==> src/rtl/ipe_pkg.sv <==
// ----------------------------------------------------------------------------
// ipe_pkg
// Shared constants and types for the add/sub/paren expression evaluator.
// ----------------------------------------------------------------------------
package ipe_pkg;

    localparam int MAX_NESTING = 32;
    localparam int LEVEL_W     = $clog2(MAX_NESTING + 1);
    localparam int DATA_W      = 32;

    localparam logic [7:0] CH_ZERO   = 8'h30;
    localparam logic [7:0] CH_NINE   = 8'h39;
    localparam logic [7:0] CH_PLUS   = 8'h2B;
    localparam logic [7:0] CH_MINUS  = 8'h2D;
    localparam logic [7:0] CH_LPAREN = 8'h28;
    localparam logic [7:0] CH_RPAREN = 8'h29;

    typedef struct packed {
        logic [DATA_W-1:0] total;
        logic              neg;
    } entry_t;

    typedef struct packed {
        logic push;
        logic pop;
    } stack_ctl_t;

endpackage

==> src/rtl/ipe_stack_cell.sv <==
// ----------------------------------------------------------------------------
// ipe_stack_cell
// One entry of the shift stack: loads from above on push, from below on pop.
// ----------------------------------------------------------------------------
module ipe_stack_cell (
    input  logic                aclk,
    input  ipe_pkg::stack_ctl_t ctl,
    input  ipe_pkg::entry_t     above,
    input  ipe_pkg::entry_t     below,
    output ipe_pkg::entry_t     q
);

    ipe_pkg::entry_t q_reg;

    always_ff @(posedge aclk) begin
        if (ctl.push) begin
            q_reg <= above;
        end else if (ctl.pop) begin
            q_reg <= below;
        end
    end

    assign q = q_reg;

endmodule

==> src/rtl/ipe_stack.sv <==
// ----------------------------------------------------------------------------
// ipe_stack
// Row of stack cells; the top of stack is always cell 0.
// ----------------------------------------------------------------------------
module ipe_stack (
    input  logic                aclk,
    input  ipe_pkg::stack_ctl_t ctl,
    input  ipe_pkg::entry_t     push_data,
    output ipe_pkg::entry_t     top
);

    ipe_pkg::entry_t cell_q [ipe_pkg::MAX_NESTING];

    genvar i;
    generate
        for (i = 0; i < ipe_pkg::MAX_NESTING; i++) begin : g_cell
            ipe_pkg::entry_t above;
            ipe_pkg::entry_t below;

            if (i == 0) begin : g_first
                assign above = push_data;
            end else begin : g_mid_a
                assign above = cell_q[i-1];
            end

            if (i == ipe_pkg::MAX_NESTING - 1) begin : g_last
                assign below = cell_q[i];
            end else begin : g_mid_b
                assign below = cell_q[i+1];
            end

            ipe_stack_cell u_cell (
                .aclk  (aclk),
                .ctl   (ctl),
                .above (above),
                .below (below),
                .q     (cell_q[i])
            );
        end
    endgenerate

    assign top = cell_q[0];

endmodule

==> src/rtl/infix_add_sub_paren_evaluator_core.sv <==
// ----------------------------------------------------------------------------
// infix_add_sub_paren_evaluator_core
// Streaming evaluator of +, - and parenthesized decimal expressions.
//
//   channel  ports                               role
//   s_       s_valid s_ready s_char_code s_is_last  one character per item
//   m_       m_valid m_ready m_value m_nesting_error one result per expression
//
// One character is taken every cycle while s_ready is high; the saved context lives in a shift
// stack of MAX_NESTING cells that moves by one entry per push or pop.
// A result appears the cycle after its last character is accepted.
// s_ready drops only while a result is held and m_ready is low.
// aresetn is synchronous and active low; the stack holds no reset state.
// ----------------------------------------------------------------------------
module infix_add_sub_paren_evaluator_core (
    input  logic        aclk,
    input  logic        aresetn,
    input  logic        s_valid,
    output logic        s_ready,
    input  logic [7:0]  s_char_code,
    input  logic        s_is_last,
    output logic        m_valid,
    input  logic        m_ready,
    output logic signed [31:0] m_value,
    output logic        m_nesting_error
);

    localparam int DW = ipe_pkg::DATA_W;
    localparam int LW = ipe_pkg::LEVEL_W;

    logic [DW-1:0] total_reg, total_next;
    logic [DW-1:0] num_reg, num_next;
    logic          neg_reg, neg_next;
    logic [LW-1:0] level_reg, level_next;
    logic          err_reg, err_next;

    logic          out_valid_reg;
    logic [DW-1:0] res_total_reg;
    logic [DW-1:0] res_num_reg;
    logic          res_neg_reg;
    logic          res_err_reg;

    logic                accept;
    logic                is_digit;
    logic [DW-1:0]       num_x10;
    logic [DW-1:0]       operand;
    logic [DW-1:0]       sum;
    logic [DW-1:0]       pop_total;
    logic                can_push;
    logic                can_pop;
    ipe_pkg::stack_ctl_t stack_ctl;
    ipe_pkg::entry_t     push_data;
    logic                top_neg;
    ipe_pkg::entry_t     top;

    assign s_ready = !out_valid_reg || m_ready;
    assign accept  = s_valid && s_ready;

    assign is_digit = s_char_code inside {[ipe_pkg::CH_ZERO:ipe_pkg::CH_NINE]};
    assign num_x10  = {num_reg[DW-4:0], 3'b000} + {num_reg[DW-2:0], 1'b0}
                    + {{(DW-4){1'b0}}, s_char_code[3:0]};
    assign operand  = neg_reg ? (~num_reg + 1'b1) : num_reg;
    assign sum      = total_reg + operand;
    assign top_neg  = top.neg;
    assign pop_total = top_neg ? (top.total - sum) : (top.total + sum);
    assign can_push = level_reg < LW'(ipe_pkg::MAX_NESTING);
    assign can_pop  = level_reg != '0;

    assign push_data = {total_reg, neg_reg};

    always_comb begin
        total_next = total_reg;
        num_next   = num_reg;
        neg_next   = neg_reg;
        level_next = level_reg;
        err_next   = err_reg;
        stack_ctl  = '0;
        if (is_digit) begin
            num_next = num_x10;
        end else begin
            case (s_char_code)
                ipe_pkg::CH_PLUS, ipe_pkg::CH_MINUS: begin
                    total_next = sum;
                    num_next   = '0;
                    neg_next   = (s_char_code == ipe_pkg::CH_MINUS);
                end
                ipe_pkg::CH_LPAREN: begin
                    if (can_push) begin
                        stack_ctl.push = accept;
                        level_next     = level_reg + 1'b1;
                    end else begin
                        err_next = 1'b1;
                    end
                    total_next = '0;
                    neg_next   = 1'b0;
                end
                ipe_pkg::CH_RPAREN: begin
                    if (can_pop) begin
                        stack_ctl.pop = accept;
                        level_next    = level_reg - 1'b1;
                        total_next    = pop_total;
                    end else begin
                        total_next = sum;
                        err_next   = 1'b1;
                    end
                    num_next = '0;
                end
                default: begin
                end
            endcase
        end
    end

    ipe_stack u_stack (
        .aclk      (aclk),
        .ctl       (stack_ctl),
        .push_data (push_data),
        .top       (top)
    );

    always_ff @(posedge aclk) begin
        if (!aresetn) begin
            total_reg <= '0;
            num_reg   <= '0;
            neg_reg   <= 1'b0;
            level_reg <= '0;
            err_reg   <= 1'b0;
        end else if (accept) begin
            if (s_is_last) begin
                total_reg <= '0;
                num_reg   <= '0;
                neg_reg   <= 1'b0;
                level_reg <= '0;
                err_reg   <= 1'b0;
            end else begin
                total_reg <= total_next;
                num_reg   <= num_next;
                neg_reg   <= neg_next;
                level_reg <= level_next;
                err_reg   <= err_next;
            end
        end
    end

    always_ff @(posedge aclk) begin
        if (!aresetn) begin
            out_valid_reg <= 1'b0;
        end else if (accept && s_is_last) begin
            out_valid_reg <= 1'b1;
        end else if (m_ready) begin
            out_valid_reg <= 1'b0;
        end
    end

    always_ff @(posedge aclk) begin
        if (accept && s_is_last) begin
            res_total_reg <= total_next;
            res_num_reg   <= num_next;
            res_neg_reg   <= neg_next;
            res_err_reg   <= err_next;
        end
    end

    assign m_valid         = out_valid_reg;
    assign m_value         = res_total_reg
                           + (res_neg_reg ? (~res_num_reg + 1'b1) : res_num_reg);
    assign m_nesting_error = res_err_reg;

    a_level_bound: assert property (@(posedge aclk) disable iff (!aresetn)
        level_reg <= LW'(ipe_pkg::MAX_NESTING))
        else $error("stack level beyond depth");

    a_last_gives_result: assert property (@(posedge aclk) disable iff (!aresetn)
        (accept && s_is_last) |=> m_valid)
        else $error("no result after last item");

    a_last_clears_level: assert property (@(posedge aclk) disable iff (!aresetn)
        (accept && s_is_last) |=> (level_reg == '0 && !err_reg))
        else $error("state not cleared after last item");

    a_push_pop_excl: assert property (@(posedge aclk) disable iff (!aresetn)
        !(stack_ctl.push && stack_ctl.pop))
        else $error("push and pop together");

endmodule
==> config.mk <==
export PLATFORM = sky130hd
export DESIGN_NAME = infix_add_sub_paren_evaluator_core
export DESIGN_NICKNAME = d
export VERILOG_FILES = /design/src/rtl/ipe_pkg.sv /design/src/rtl/ipe_stack_cell.sv /design/src/rtl/ipe_stack.sv /design/src/rtl/infix_add_sub_paren_evaluator_core.sv
export SDC_FILE = /design/constraint.sdc
export NUM_CORES = 2
export LEC_CHECK = 0
export ABC_AREA = 1
export ABC_CLOCK_PERIOD_IN_PS = 64300
export BUFFER_PORTS_ARGS = -buffer_cell sky130_fd_sc_hd__buf_2
export CAP_MARGIN = 10
export CORE_MARGIN = 2
export CORE_UTILIZATION = 46
export DETAILED_ROUTE_END_ITERATION = 10
export RECOVER_POWER = 50
export SLEW_MARGIN = 5
export SYNTH_ARGS = -nofsm -noshare
export SYNTH_HDL_FRONTEND = slang
export SYNTH_SLANG_ARGS = --single-unit
==> constraint.sdc <==
create_clock -name aclk -period 64.3 [get_ports aclk]
set_input_delay 3.215 -clock aclk [delete_from_list [all_inputs] [get_ports aclk]]
set_output_delay 3.215 -clock aclk [all_outputs]
set_load 0.02 [all_outputs]
==> results_dict.tcl <==
set metrics [dict create \
    period_minus_slack_ps 24430 \
    postCtsSetupBuffers 0 \
    seqCellArea_sq_um 35200 \
    startpoint_type "input port" \
    grt_util_all_layers_pct 19.4 \
    synth_compound_area_share_pct 12.8 \
    insertion_delay_ps 750 \
    numPortBuffers 47 \
    synth-edff-count 1122 \
    path_class "in -> reg" \
    setup_tns_ps 0 \
    dp_hpwl_um 84200 \
    totalWireLength_um 128000 \
    vias_per_cell 5.20 \
    place.gp.congestion 0.947 \
    core.rowCount 131 \
    use_met1_pct 28.9 \
    synth-xor-area-share_pct 2.28 \
    cts_buffers 130 \
    ys_seq_elements 1195 \
    outcome "finished with violations" \
    drtIter0Drc 3972 \
    clock.fmax_ghz 0.0409 \
    grt_use_met3_pct 2.86 \
    finalMaxSlewViolations 2085 \
    dr.pass1.iters 5 \
    antenna_found_initial 1 \
    setup_viol 0 \
    grt_pass1_vias 39300 \
    largest_register_ffs 1056 \
    synth_seq_area_share_pct 59.2 \
    sw_frac_of_total_pct 21.7 \
    fill_cells 11900 \
    p_seq_share_pct 51.5 \
    hold_viol 0 \
    grt_max_degree 285 \
    syn2layout_area_growth_pct 9.41 \
    cts-hold-fix-buffers 0 \
    mappedNetlistArea_sq_um 59400 \
    synth_fp_nets 6512 \
    p_int_mw 1.28 \
    max_slew_margin_pct -564 \
    worstPathArrival_ps 24520 \
    ir_drop_uv 25.5 \
    crit_path_end_kind "flop" \
    synth-main-ff-cell "edfxtp_1" \
    ys_types 53 \
    combPwrFrac_pct 3.8 \
    wl_per_cell_um 16.0 \
    n_antenna_cell 0 \
    total_power_mw 1.64 \
    io_pins 48 \
    synthArstFlopShare_pct 0 \
    final_common_cell "nand2_1" \
    die_height_um 363 \
    ctsRootBufferMaster "clkbuf_16" \
    cts_max_level 4 \
    die_area_sq_um 132000 \
    hp-class "reg -> reg" \
    multi_input_area_sq_um 19800 \
    start_util_pct 46.4 \
    tritoncts "done" \
    clk_pin_slew_ps 50 \
    drv_cap 20 \
    grt.busiest_layer "met1" \
    drive_above_1_share_pct 4.43 \
    dieWidth_um 363 \
    vias 41800 \
    syn_inst 6331 \
    ant_nets 0 \
    pwr-share-clk_pct 44.6 \
    synth_top_family_by_area "simple AND/OR/NAND/NOR gates" \
    overflow 0 \
    crit_fanout 284 \
    powerDensity_nw_per_um2 25.2 \
    yosys-mux-area-fraction_pct 0 \
    yosys.area_share.simple_pct 14.6 \
    clock_skew_ps 18.1 \
    coreArea_sq_um 128000 \
    drc_errors 0 \
    worstMarginPinSlew_ps 9960 \
    required_ps 64400 \
    synth_fa_ha_area_share_pct 3.62 \
    nNetsFinal 6451 \
    finalCritPeriodShare_pct 38.0 \
    ctsResizeCount 0 \
    final_cell_mix "nand2_1 (1785), edfxtp_1 (1122), o21ai_0 (1096), inv_1 (882), a21oi_1 (236)" \
    failed_checks "capacitance limit, slew limit" \
    cts_num_sinks 1195 \
    clock_path_buffers 3 \
    syn_avg_cell_area_sq_um 9.38 \
    synth_warnings 0 \
    globalRouteMet2Util_pct 28.9 \
    rsz0062_at_grt "false" \
    grt_pass1_wl_um 208000 \
    p_leak_nw 26.3 \
    p_switching_uw 355 \
]
cells in the mapped netlist, types with 6 or more instances:
master | count | area [sq um]
o21ai_1 | 18 | 90.1
nand4_1 | 27 | 169
o21a_1 | 6 | 45.0
ha_1 | 162 | 2030
o21ai_0 | 1087 | 5440
fa_1 | 6 | 120
xnor2_1 | 32 | 280
edfxtp_1 | 1122 | 33700
or2_2 | 7 | 43.8
a31oi_1 | 24 | 150
o211ai_1 | 17 | 128
xor2_1 | 117 | 1020
nor3_1 | 21 | 105
nand3_1 | 102 | 510
nand2_1 | 1785 | 6700
a21oi_1 | 236 | 1180
nor2_2 | 7 | 43.8
clkbuf_1 | 254 | 953
o21bai_1 | 6 | 45.0
nand3b_1 | 9 | 67.6
nor2_1 | 180 | 676
a21boi_1 | 6 | 45.0
buf_2 | 18 | 90.1
dfxtp_1 | 73 | 1460
nor4_1 | 11 | 68.8
o221ai_1 | 19 | 166
inv_2 | 10 | 37.5
o31ai_1 | 11 | 82.6
inv_1 | 882 | 3310
nand2_2 | 10 | 62.6
a21o_1 | 14 | 105
power groups by stage:
stage          Clock (mW)  Combinational [mW]  Sequential [mW]
2_1_floorplan           0              0.0446            0.862
3_3_place_gp            0              0.0633            0.861
3_5_place_dp            0              0.0634            0.861
4_1_cts             0.752              0.0637            0.844
5_1_grt             0.779              0.0699            0.845
6_report            0.731              0.0628            0.845
path summary, 6_finish.rpt:
path                                                      start                              end  slack (ps)  cells past startpoint
worst max-delay path                                    m_ready  u_stack.g_cell[30].u_cell.q[29]       39870                     11
worst min-delay path            u_stack.g_cell[30].u_cell.q[13]  u_stack.g_cell[31].u_cell.q[13]         450                      0
worst max register to register                          m_valid  u_stack.g_cell[30].u_cell.q[29]       42100                     11
worst min register to register  u_stack.g_cell[30].u_cell.q[13]  u_stack.g_cell[31].u_cell.q[13]         450                      0
cell families (layout without fill, tap and decap cells):
family	count (synthesis)	count (layout)
AOI/OAI and AO/OA	1462	1462
adders and majority gates	168	168
buffers and inverters	1171	1212
and+or+nand+nor	2183	2183
xor gates and xnor gates	152	152
DFF	1195	1195
final cells by class:
cell class                 count  share of cell area (%)
inverter                     896                    5.18
tap                         1662                    3.20
clock buffer                 156                    5.32
timing repair buffer          82                   0.667
sequential                  1195                    54.1
multi-input combinational   3965                    30.4
clock inverter                78                    1.07
worst max-delay path, stage by stage:
cell      delay [ps]
buf_2            100
nor2_1           120
inv_1             80
nand2_2           50
clkbuf_1        2490
inv_1            220
nand3_1         1380
clkbuf_1        6440
clkbuf_1        2310
clkbuf_1        6930
o21ai_0          780
layer usage:
layer	vias to the layer above	share of wire (%)
li1	21000	-
met1	19700	49
met2	805	43
met3	193	4.7
met4	2	2.8
met5	-	0.016
stage by stage:
step                std cells  cell area, sq um  hold WS (ps)  util, %  worst slack [ps]
finish                   8034             64900           447     50.8             39870
global route             8034             64900           452     50.8             36430
CTS                      8034             65100           449     51.0             55730
detailed placement       7800             61000           436     47.7             54930
global placement         7800             61000           431     47.7             55020
floorplan                6331             59400           427        -             13680
(Power assumes the default switching activity.)
